<file path="config.mk">
export PLATFORM = sky130hd
export DESIGN_NAME = sliding_median_filter_core
export DESIGN_NICKNAME = d
export VERILOG_FILES = /design/src/hw/rtl/smf_pkg.sv /design/src/hw/rtl/smf_window.sv /design/src/hw/rtl/smf_rank_alu.sv /design/src/hw/rtl/sliding_median_filter_core.sv
export VERILOG_INCLUDE_DIRS = /design/src /design/src/hw/rtl
export SDC_FILE = /design/constraint.sdc
export NUM_CORES = 1
export LEC_CHECK = 0
export BUFFER_PORTS_ARGS = -buffer_cell sky130_fd_sc_hd__buf_2
export CAP_MARGIN = 20
export CORE_ASPECT_RATIO = 0.6
export CORE_MARGIN = 2
export CORE_UTILIZATION = 30
export CTS_BUF_LIST = sky130_fd_sc_hd__clkbuf_16
export DETAILED_ROUTE_END_ITERATION = 7
export GPL_TIMING_DRIVEN = 0
export SKIP_LAST_GASP = 1
export SYNTH_ARGS = -nofsm -noshare
export SYNTH_HDL_FRONTEND = slang
export SYNTH_SLANG_ARGS = --single-unit
</file>
<file path="constraint.sdc">
create_clock -name clk_i -period 3.83 [get_ports clk_i]
set_input_delay 0.383 -clock clk_i [delete_from_list [all_inputs] [get_ports clk_i]]
set_output_delay 0.383 -clock clk_i [all_outputs]
set_load 0.02 [all_outputs]
</file>
<file path="src/hw/rtl/sliding_median_filter_core_defines.svh">
// Assertion helpers used by the filter core RTL.
`ifndef SLIDING_MEDIAN_FILTER_CORE_DEFINES_SVH
`define SLIDING_MEDIAN_FILTER_CORE_DEFINES_SVH

// Same-cycle implication, disabled while reset is asserted.
`define SMF_ASSERT_IMPL(lbl, clk, rst_n, ante, cons) \
  lbl: assert property (@(posedge clk) disable iff (!rst_n) (ante) |-> (cons)) \
    else $error("smf assertion failed");

// Next-cycle implication, disabled while reset is asserted.
`define SMF_ASSERT_NEXT(lbl, clk, rst_n, ante, cons) \
  lbl: assert property (@(posedge clk) disable iff (!rst_n) (ante) |=> (cons)) \
    else $error("smf assertion failed");

`endif

</file>
<file path="src/hw/rtl/smf_pkg.sv">
package smf_pkg;

  localparam int unsigned WindowDef     = 15;
  localparam int unsigned SampleBitsDef = 16;

  // Window ring control: load shifts a new sample in, rotate turns the ring by one entry.
  typedef struct packed {
    logic load;
    logic rotate;
  } win_ctrl_t;

endpackage

</file>
<file path="src/hw/rtl/smf_window.sv">
module smf_window #(
  parameter int unsigned WINDOW      = smf_pkg::WindowDef,
  parameter int unsigned SAMPLE_BITS = smf_pkg::SampleBitsDef,
  localparam int unsigned RankBits   = $clog2(WINDOW)
) (
  input  logic                          clk_i,
  input  logic                          rst_ni,
  input  smf_pkg::win_ctrl_t            ctrl_i,
  input  logic signed [SAMPLE_BITS-1:0] sample_i,
  input  logic [RankBits-1:0]           rank_i,
  output logic signed [SAMPLE_BITS-1:0] head_value_o,
  output logic [RankBits-1:0]           head_rank_o
);

  // Entry 0 is the newest sample; the oldest sits at the head (last entry).
  logic signed [SAMPLE_BITS-1:0] val_q  [WINDOW];
  logic [RankBits-1:0]           rank_q [WINDOW];

  always_ff @(posedge clk_i or negedge rst_ni) begin
    if (!rst_ni) begin
      // all zeros; any permutation of ranks is a valid ordering of equal values
      for (int i = 0; i < WINDOW; i++) begin
        val_q[i]  <= '0;
        rank_q[i] <= RankBits'(WINDOW - 1 - i);
      end
    end else if (ctrl_i.load) begin
      val_q[0]  <= sample_i;
      rank_q[0] <= rank_i;
      for (int i = 1; i < WINDOW; i++) begin
        val_q[i]  <= val_q[i-1];
        rank_q[i] <= rank_q[i-1];
      end
    end else if (ctrl_i.rotate) begin
      val_q[0]  <= val_q[WINDOW-1];
      rank_q[0] <= rank_i;
      for (int i = 1; i < WINDOW; i++) begin
        val_q[i]  <= val_q[i-1];
        rank_q[i] <= rank_q[i-1];
      end
    end
  end

  assign head_value_o = val_q[WINDOW-1];
  assign head_rank_o  = rank_q[WINDOW-1];

endmodule

</file>
<file path="src/hw/rtl/smf_rank_alu.sv">
module smf_rank_alu #(
  parameter int unsigned WINDOW      = smf_pkg::WindowDef,
  parameter int unsigned SAMPLE_BITS = smf_pkg::SampleBitsDef,
  localparam int unsigned RankBits   = $clog2(WINDOW)
) (
  input  logic signed [SAMPLE_BITS-1:0] head_value_i,
  input  logic [RankBits-1:0]           head_rank_i,
  input  logic signed [SAMPLE_BITS-1:0] sample_i,
  input  logic [RankBits-1:0]           old_rank_i,
  input  logic [RankBits-1:0]           cnt_i,
  input  logic                          is_new_i,
  output logic [RankBits-1:0]           rank_o,
  output logic                          below_o
);

  logic dec;
  logic below;

  // The retired sample's slot closes; the new sample sorts above equal values.
  assign dec   = head_rank_i > old_rank_i;
  assign below = head_value_i <= sample_i;

  always_comb begin
    rank_o  = head_rank_i;
    below_o = 1'b0;
    if (is_new_i) begin
      rank_o = cnt_i;
    end else begin
      below_o = below;
      if (below && dec) begin
        rank_o = head_rank_i - RankBits'(1);
      end else if (!below && !dec) begin
        rank_o = head_rank_i + RankBits'(1);
      end
    end
  end

endmodule

</file>
<file path="src/hw/rtl/sliding_median_filter_core.sv">
// Running median over the last WINDOW signed samples; the window reads as zeros after
// reset. Each request carries one sample and yields one median, the mean of the two
// middle values (floored) when WINDOW is even. Every sample has a rank in the window;
// a single comparator walks the ring once per request to update the ranks, and a final
// halving add forms the median; no new request is taken during the sweep. The next
// request is taken in the cycle the result is written to the output register.
module sliding_median_filter_core #(
  parameter int unsigned WINDOW      = smf_pkg::WindowDef,
  parameter int unsigned SAMPLE_BITS = smf_pkg::SampleBitsDef
) (
  input  logic                          clk_i,
  input  logic                          rst_ni,
  input  logic                          in_valid_i,
  output logic                          in_stall_o,
  input  logic signed [SAMPLE_BITS-1:0] sample_i,
  output logic                          out_valid_o,
  input  logic                          out_stall_i,
  output logic signed [SAMPLE_BITS-1:0] median_o
);

  import smf_pkg::*;

`include "sliding_median_filter_core_defines.svh"

  localparam int unsigned RankBits           = $clog2(WINDOW);
  localparam logic [RankBits-1:0] LastStep   = RankBits'(WINDOW - 1);
  localparam logic [RankBits-1:0] LoRank     = RankBits'((WINDOW - 1) / 2);
  localparam logic [RankBits-1:0] HiRank     = RankBits'(WINDOW / 2);

  typedef enum logic [1:0] {
    ST_IDLE,
    ST_SWEEP,
    ST_MEAN
  } state_e;

  state_e                        state_q;
  logic [RankBits-1:0]           step_q;
  logic [RankBits-1:0]           cnt_q;
  logic [RankBits-1:0]           old_rank_q;
  logic signed [SAMPLE_BITS-1:0] new_q;
  logic signed [SAMPLE_BITS-1:0] lo_q;
  logic signed [SAMPLE_BITS-1:0] hi_q;
  logic                          out_valid_q;
  logic signed [SAMPLE_BITS-1:0] median_q;

  win_ctrl_t                     win_ctrl;
  logic signed [SAMPLE_BITS-1:0] head_value;
  logic [RankBits-1:0]           head_rank;
  logic [RankBits-1:0]           upd_rank;
  logic                          below;
  logic                          is_new;
  logic                          out_free;
  logic                          accept;
  logic signed [SAMPLE_BITS:0]   mid_sum;

  assign out_free   = !out_valid_q || !out_stall_i;
  assign in_stall_o = !((state_q == ST_IDLE) || ((state_q == ST_MEAN) && out_free));
  assign accept     = in_valid_i && !in_stall_o;
  assign is_new     = step_q == LastStep;

  assign win_ctrl.load   = accept;
  assign win_ctrl.rotate = state_q == ST_SWEEP;

  smf_window #(
    .WINDOW      (WINDOW),
    .SAMPLE_BITS (SAMPLE_BITS)
  ) u_window (
    .clk_i        (clk_i),
    .rst_ni       (rst_ni),
    .ctrl_i       (win_ctrl),
    .sample_i     (sample_i),
    .rank_i       (upd_rank),
    .head_value_o (head_value),
    .head_rank_o  (head_rank)
  );

  smf_rank_alu #(
    .WINDOW      (WINDOW),
    .SAMPLE_BITS (SAMPLE_BITS)
  ) u_rank_alu (
    .head_value_i (head_value),
    .head_rank_i  (head_rank),
    .sample_i     (new_q),
    .old_rank_i   (old_rank_q),
    .cnt_i        (cnt_q),
    .is_new_i     (is_new),
    .rank_o       (upd_rank),
    .below_o      (below)
  );

  // floored mean; equals the middle value when both picks coincide
  assign mid_sum = {lo_q[SAMPLE_BITS-1], lo_q} + {hi_q[SAMPLE_BITS-1], hi_q};

  always_ff @(posedge clk_i or negedge rst_ni) begin
    if (!rst_ni) begin
      state_q     <= ST_IDLE;
      step_q      <= '0;
      cnt_q       <= '0;
      old_rank_q  <= '0;
      new_q       <= '0;
      lo_q        <= '0;
      hi_q        <= '0;
      out_valid_q <= 1'b0;
      median_q    <= '0;
    end else begin
      if ((state_q == ST_MEAN) && out_free) begin
        out_valid_q <= 1'b1;
      end else if (!out_stall_i) begin
        out_valid_q <= 1'b0;
      end
      unique case (state_q)
        ST_IDLE: begin
          if (accept) begin
            state_q <= ST_SWEEP;
          end
        end
        ST_SWEEP: begin
          if (below) begin
            cnt_q <= cnt_q + RankBits'(1);
          end
          if (upd_rank == LoRank) begin
            lo_q <= head_value;
          end
          if (upd_rank == HiRank) begin
            hi_q <= head_value;
          end
          if (is_new) begin
            state_q <= ST_MEAN;
          end
          step_q <= step_q + RankBits'(1);
        end
        ST_MEAN: begin
          if (out_free) begin
            median_q <= mid_sum[SAMPLE_BITS:1];
            state_q  <= accept ? ST_SWEEP : ST_IDLE;
          end
        end
        default: state_q <= ST_IDLE;
      endcase
      // request taken: the oldest sample leaves, its rank slot opens
      if (accept) begin
        step_q     <= '0;
        cnt_q      <= '0;
        old_rank_q <= head_rank;
        new_q      <= sample_i;
      end
    end
  end

  assign out_valid_o = out_valid_q;
  assign median_o    = median_q;

  `SMF_ASSERT_NEXT(a_accept_starts_sweep, clk_i, rst_ni, accept,
                   (state_q == ST_SWEEP) && (step_q == '0))
  `SMF_ASSERT_IMPL(a_cnt_bounded, clk_i, rst_ni, state_q == ST_SWEEP, cnt_q <= step_q)
  `SMF_ASSERT_IMPL(a_mid_ordered, clk_i, rst_ni, state_q == ST_MEAN, lo_q <= hi_q)
  `SMF_ASSERT_IMPL(a_result_from_mean, clk_i, rst_ni, $rose(out_valid_q),
                   $past(state_q) == ST_MEAN)

endmodule

</file>
==> flow_summary.toml <==
[status]
status = "finished, final reports clean"

[synth]
synthSimpleGateAreaFrac_pct = 24.4
synth_area_leaders = "dfrtp_1 58%, nand2_1 22%, dfstp_2 5.1%"
syn_area_um2 = 14500
synthMuxAreaShare_pct = 4.00
yosysTopAreaCell = "dfrtp_1"
synth_warnings = 0
netlist.area_leader.share_pct = 57.8
seq_area_frac_synth_pct = 62.9
avgSynthCellArea_um2 = 9.43
synth_xor_area_share_pct = 0.484
synth_top_family_by_area = "simple AND/OR/NAND/NOR gates"
synthAdderAreaFrac_pct = 2.16
synth-async-reset-ratio_pct = 100
ys_ff_latch = 363
synth_cells = 1537
synth-compound-area-share_pct = 3.35
synth_nets = 1582
yosysUniqueCellTypes = 44
synthFlopType = "dfrtp_1"
synth_common_cells = "864 x nand2_1, 335 x dfrtp_1, 70 x clkbuf_1, 44 x o21ai_0, 28 x dfstp_2"
yosysMostFrequentCell = "nand2_1"
synth-edff-count = 0

[sta]
worstMarginPinSlew_ns = 0.879
maxSlewHeadroom_pct = 41.4
max_freq_mhz = 267
period_minus_slack_ns = 3.75
slew_viol_final = 0
setup-violations-final = 0
fin_crit_sh_pct = 97.9
final_hold_viol_count = 0
setup_tns_ns = 0
fin_skew_ns = 0.0133

[routing]
drt_iter0_drc = 675
dr_total_vias = 10200
wire_per_inst_um = 13.9
dr.pass1.iters = 5
ant_nets = 0
post-route-drc-count = 0
vias_per_cell = 4.46
routed_wl_um = 31700

[hold_path]
min_delay_path_depth = 3
hold_end = "new_q[0]"
hold_path.class = "in -> reg"
worstHoldStart = "sample_i[0]"

[clock_network]
htree_levels = 1
cts_sinks = 363
clkLatencyLatePin_ns = 0.58
clk_pin_slew_ns = 0.07
cts_buffer_depth = 3
tritoncts = "yes"
cts-root-buf = "clkbuf_16"
cts_buffers = 31

[cells_and_area]
finalInstanceArea_um2 = 16600
diodes = 0
nNetsFinal = 1658
area_delta_synth_final_pct = 14.3
drive_gt1_share_pct = 9.77

[place]
io_buffers = 37
placed_area_um2 = 15600
dp_hpwl_um = 22700
globalplace.congestion = 0.811

[global_routing]
grt_pass1_wl_um = 52500
grt_usage_pct = 12.9
grt_max_degree = 126
antenna_found_initial = 0
grt_overflow = 0
grt_pass1_vias = 10100

[setup_path]
crit_buf_inv = 2
critPathSlowestCell = "dfrtp_1"
start_kind = "flip-flop"
crit_type = "reg -> reg"
cp_max_fo = 10
max_stage_delay_ns = 0.44
r2r-start = "u_window.head_value_o[9]"
reg2reg_to = "hi_q[7]"
critical_path_required_ns = 4.30
crit_arrival_ns = 4.22
rr_worst_depth = 11
cp_cell_sequence = "ha_1 -> nand4_1 -> buf_4 -> nor4_2 -> a311o_1 -> a211oi_1 -> or3_4 -> a31oi_4 -> nand4_4 -> buf_6 -> mux2_4"
critPathTopFamily = "simple AND/OR/NAND/NOR gates"
ff2ff_setup_slack_ns = 0.08
worstSetupEndpointType = "flip-flop"

[floorplanning]
start_util_pct = 30.3
fp.dieW_um = 288
die_area_um2 = 50100
row_count = 62
io_pins = 38
core_area_um2 = 47800
die_h_um = 174

[power]
ir_drop_v = 0.000417
cellPowerDensity_nw_per_um2 = 804
p_leak_uw = 0.00880
power_uw = 13300

[flow_run]
maxCapViolations = 0
==> registers in the layout (all words and copies together), names as in the netlist <==
name / flops
out_valid_o: 1
hi_q: 16
state_q: 2
u_window.head_value_o: 16
u_window.val_q: 224
cnt_q: 4
step_q: 4
u_window.head_rank_o: 4
median_o: 16
new_q: 16
old_rank_q: 4
u_window.rank_q: 56
==> where the power goes <==
part / switching, uW / internal [uW]
clock: 1450 / 1610
combinational: 2690 / 1410
sequential: 871 / 5290
==> worst reg2reg max path, cell delays in order (launching register included) <==
cell      delay (ns)
dfrtp_1         0.44
ha_1            0.33
nand4_1         0.32
buf_4           0.27
nor4_2          0.41
a311o_1         0.31
a211oi_1        0.13
or3_4           0.40
a31oi_4         0.26
nand4_4         0.22
buf_6           0.24
mux2_4          0.31
==> metal layers <==
layer  global-route usage [%]  share of wire, %  up-vias
met3                     3.18               5.3       35
li1                         -                 -     4934
met5                        0                 0        -
met1                     20.6                54     5057
met4                     2.35               1.5        0
met2                     17.5                39      142
==> final cells by class <==
cell class	instances	area (um^2)
Buffer	76	297
Clock buffer	31	776
Clock inverter	27	180
Fill cell	4927	31200
Inverter	26	97.6
Multi-Input combinational cell	1072	5000
Sequential cell	363	9120
Tap cell	640	801
Timing Repair Buffer	43	303
==> cells by family after synthesis <==
| group | after synthesis |
|---|---|
| flip-flops | 363 |
| adder cells (fa/ha/maj) | 25 |
| XOR/XNOR | 8 |
| buffers and inverters | 102 |
| AND/OR/NAND/NOR | 914 |
| multiplexers | 50 |
| AO/OA/AOI/OAI | 75 |
==> how the worst max path moves through the flow <==
| stage | from | endpoint | slack [ns] | depth (start not counted) |
|---|---|---|---|---|
| 5_1_grt | u_window.head_value_o[9] | hi_q[14] | -0.01 | 10 |
| 2_1_floorplan | u_window.head_value_o[14] | hi_q[10] | 0.75 | 10 |
| 4_1_cts | state_q[0] | u_window.head_value_o[7] | 0.03 | 11 |
| 3_5_place_dp | state_q[0] | u_window.head_value_o[13] | 0.07 | 11 |
| 3_3_place_gp | rst_ni | u_window.val_q[153] | -4.45 | 1 |
| 6_report | u_window.head_value_o[9] | hi_q[7] | 0.08 | 11 |
==> timing repair <==
item	4_1_cts	5_1_grt
setup endpoints to repair	0	216
setup buffers	0	2
gates resized for setup	0	6
hold buffers	1	0
hold endpoints to repair	104	0
==> stage by stage <==
stage / worst slack, ns / utilization, % / hold WS, ns / std cells
global placement: -4.45 / 32.4 / 0.439 / 2214
global route: -0.0137 / 34.7 / 0.00735 / 2278
CTS: 0.0278 / 34.6 / 0.00346 / 2276
finish: 0.0787 / 34.7 / 0.0299 / 2278
floorplan: 0.746 / - / 0.0874 / 1537
detailed placement: 0.0670 / 32.6 / 0.444 / 2217
==> cell usage in the layout (no fill, tap or decap), drive strengths merged, types with 18 or more instances in the layout <==
cell,count
nand2,864
dfrtp,335
clkbuf,101
buf,48
o21ai,47
inv,35
mux2,33
dfstp,28
ha,25
nor2,18
Note: power is estimated with default switching activity, not from simulation.
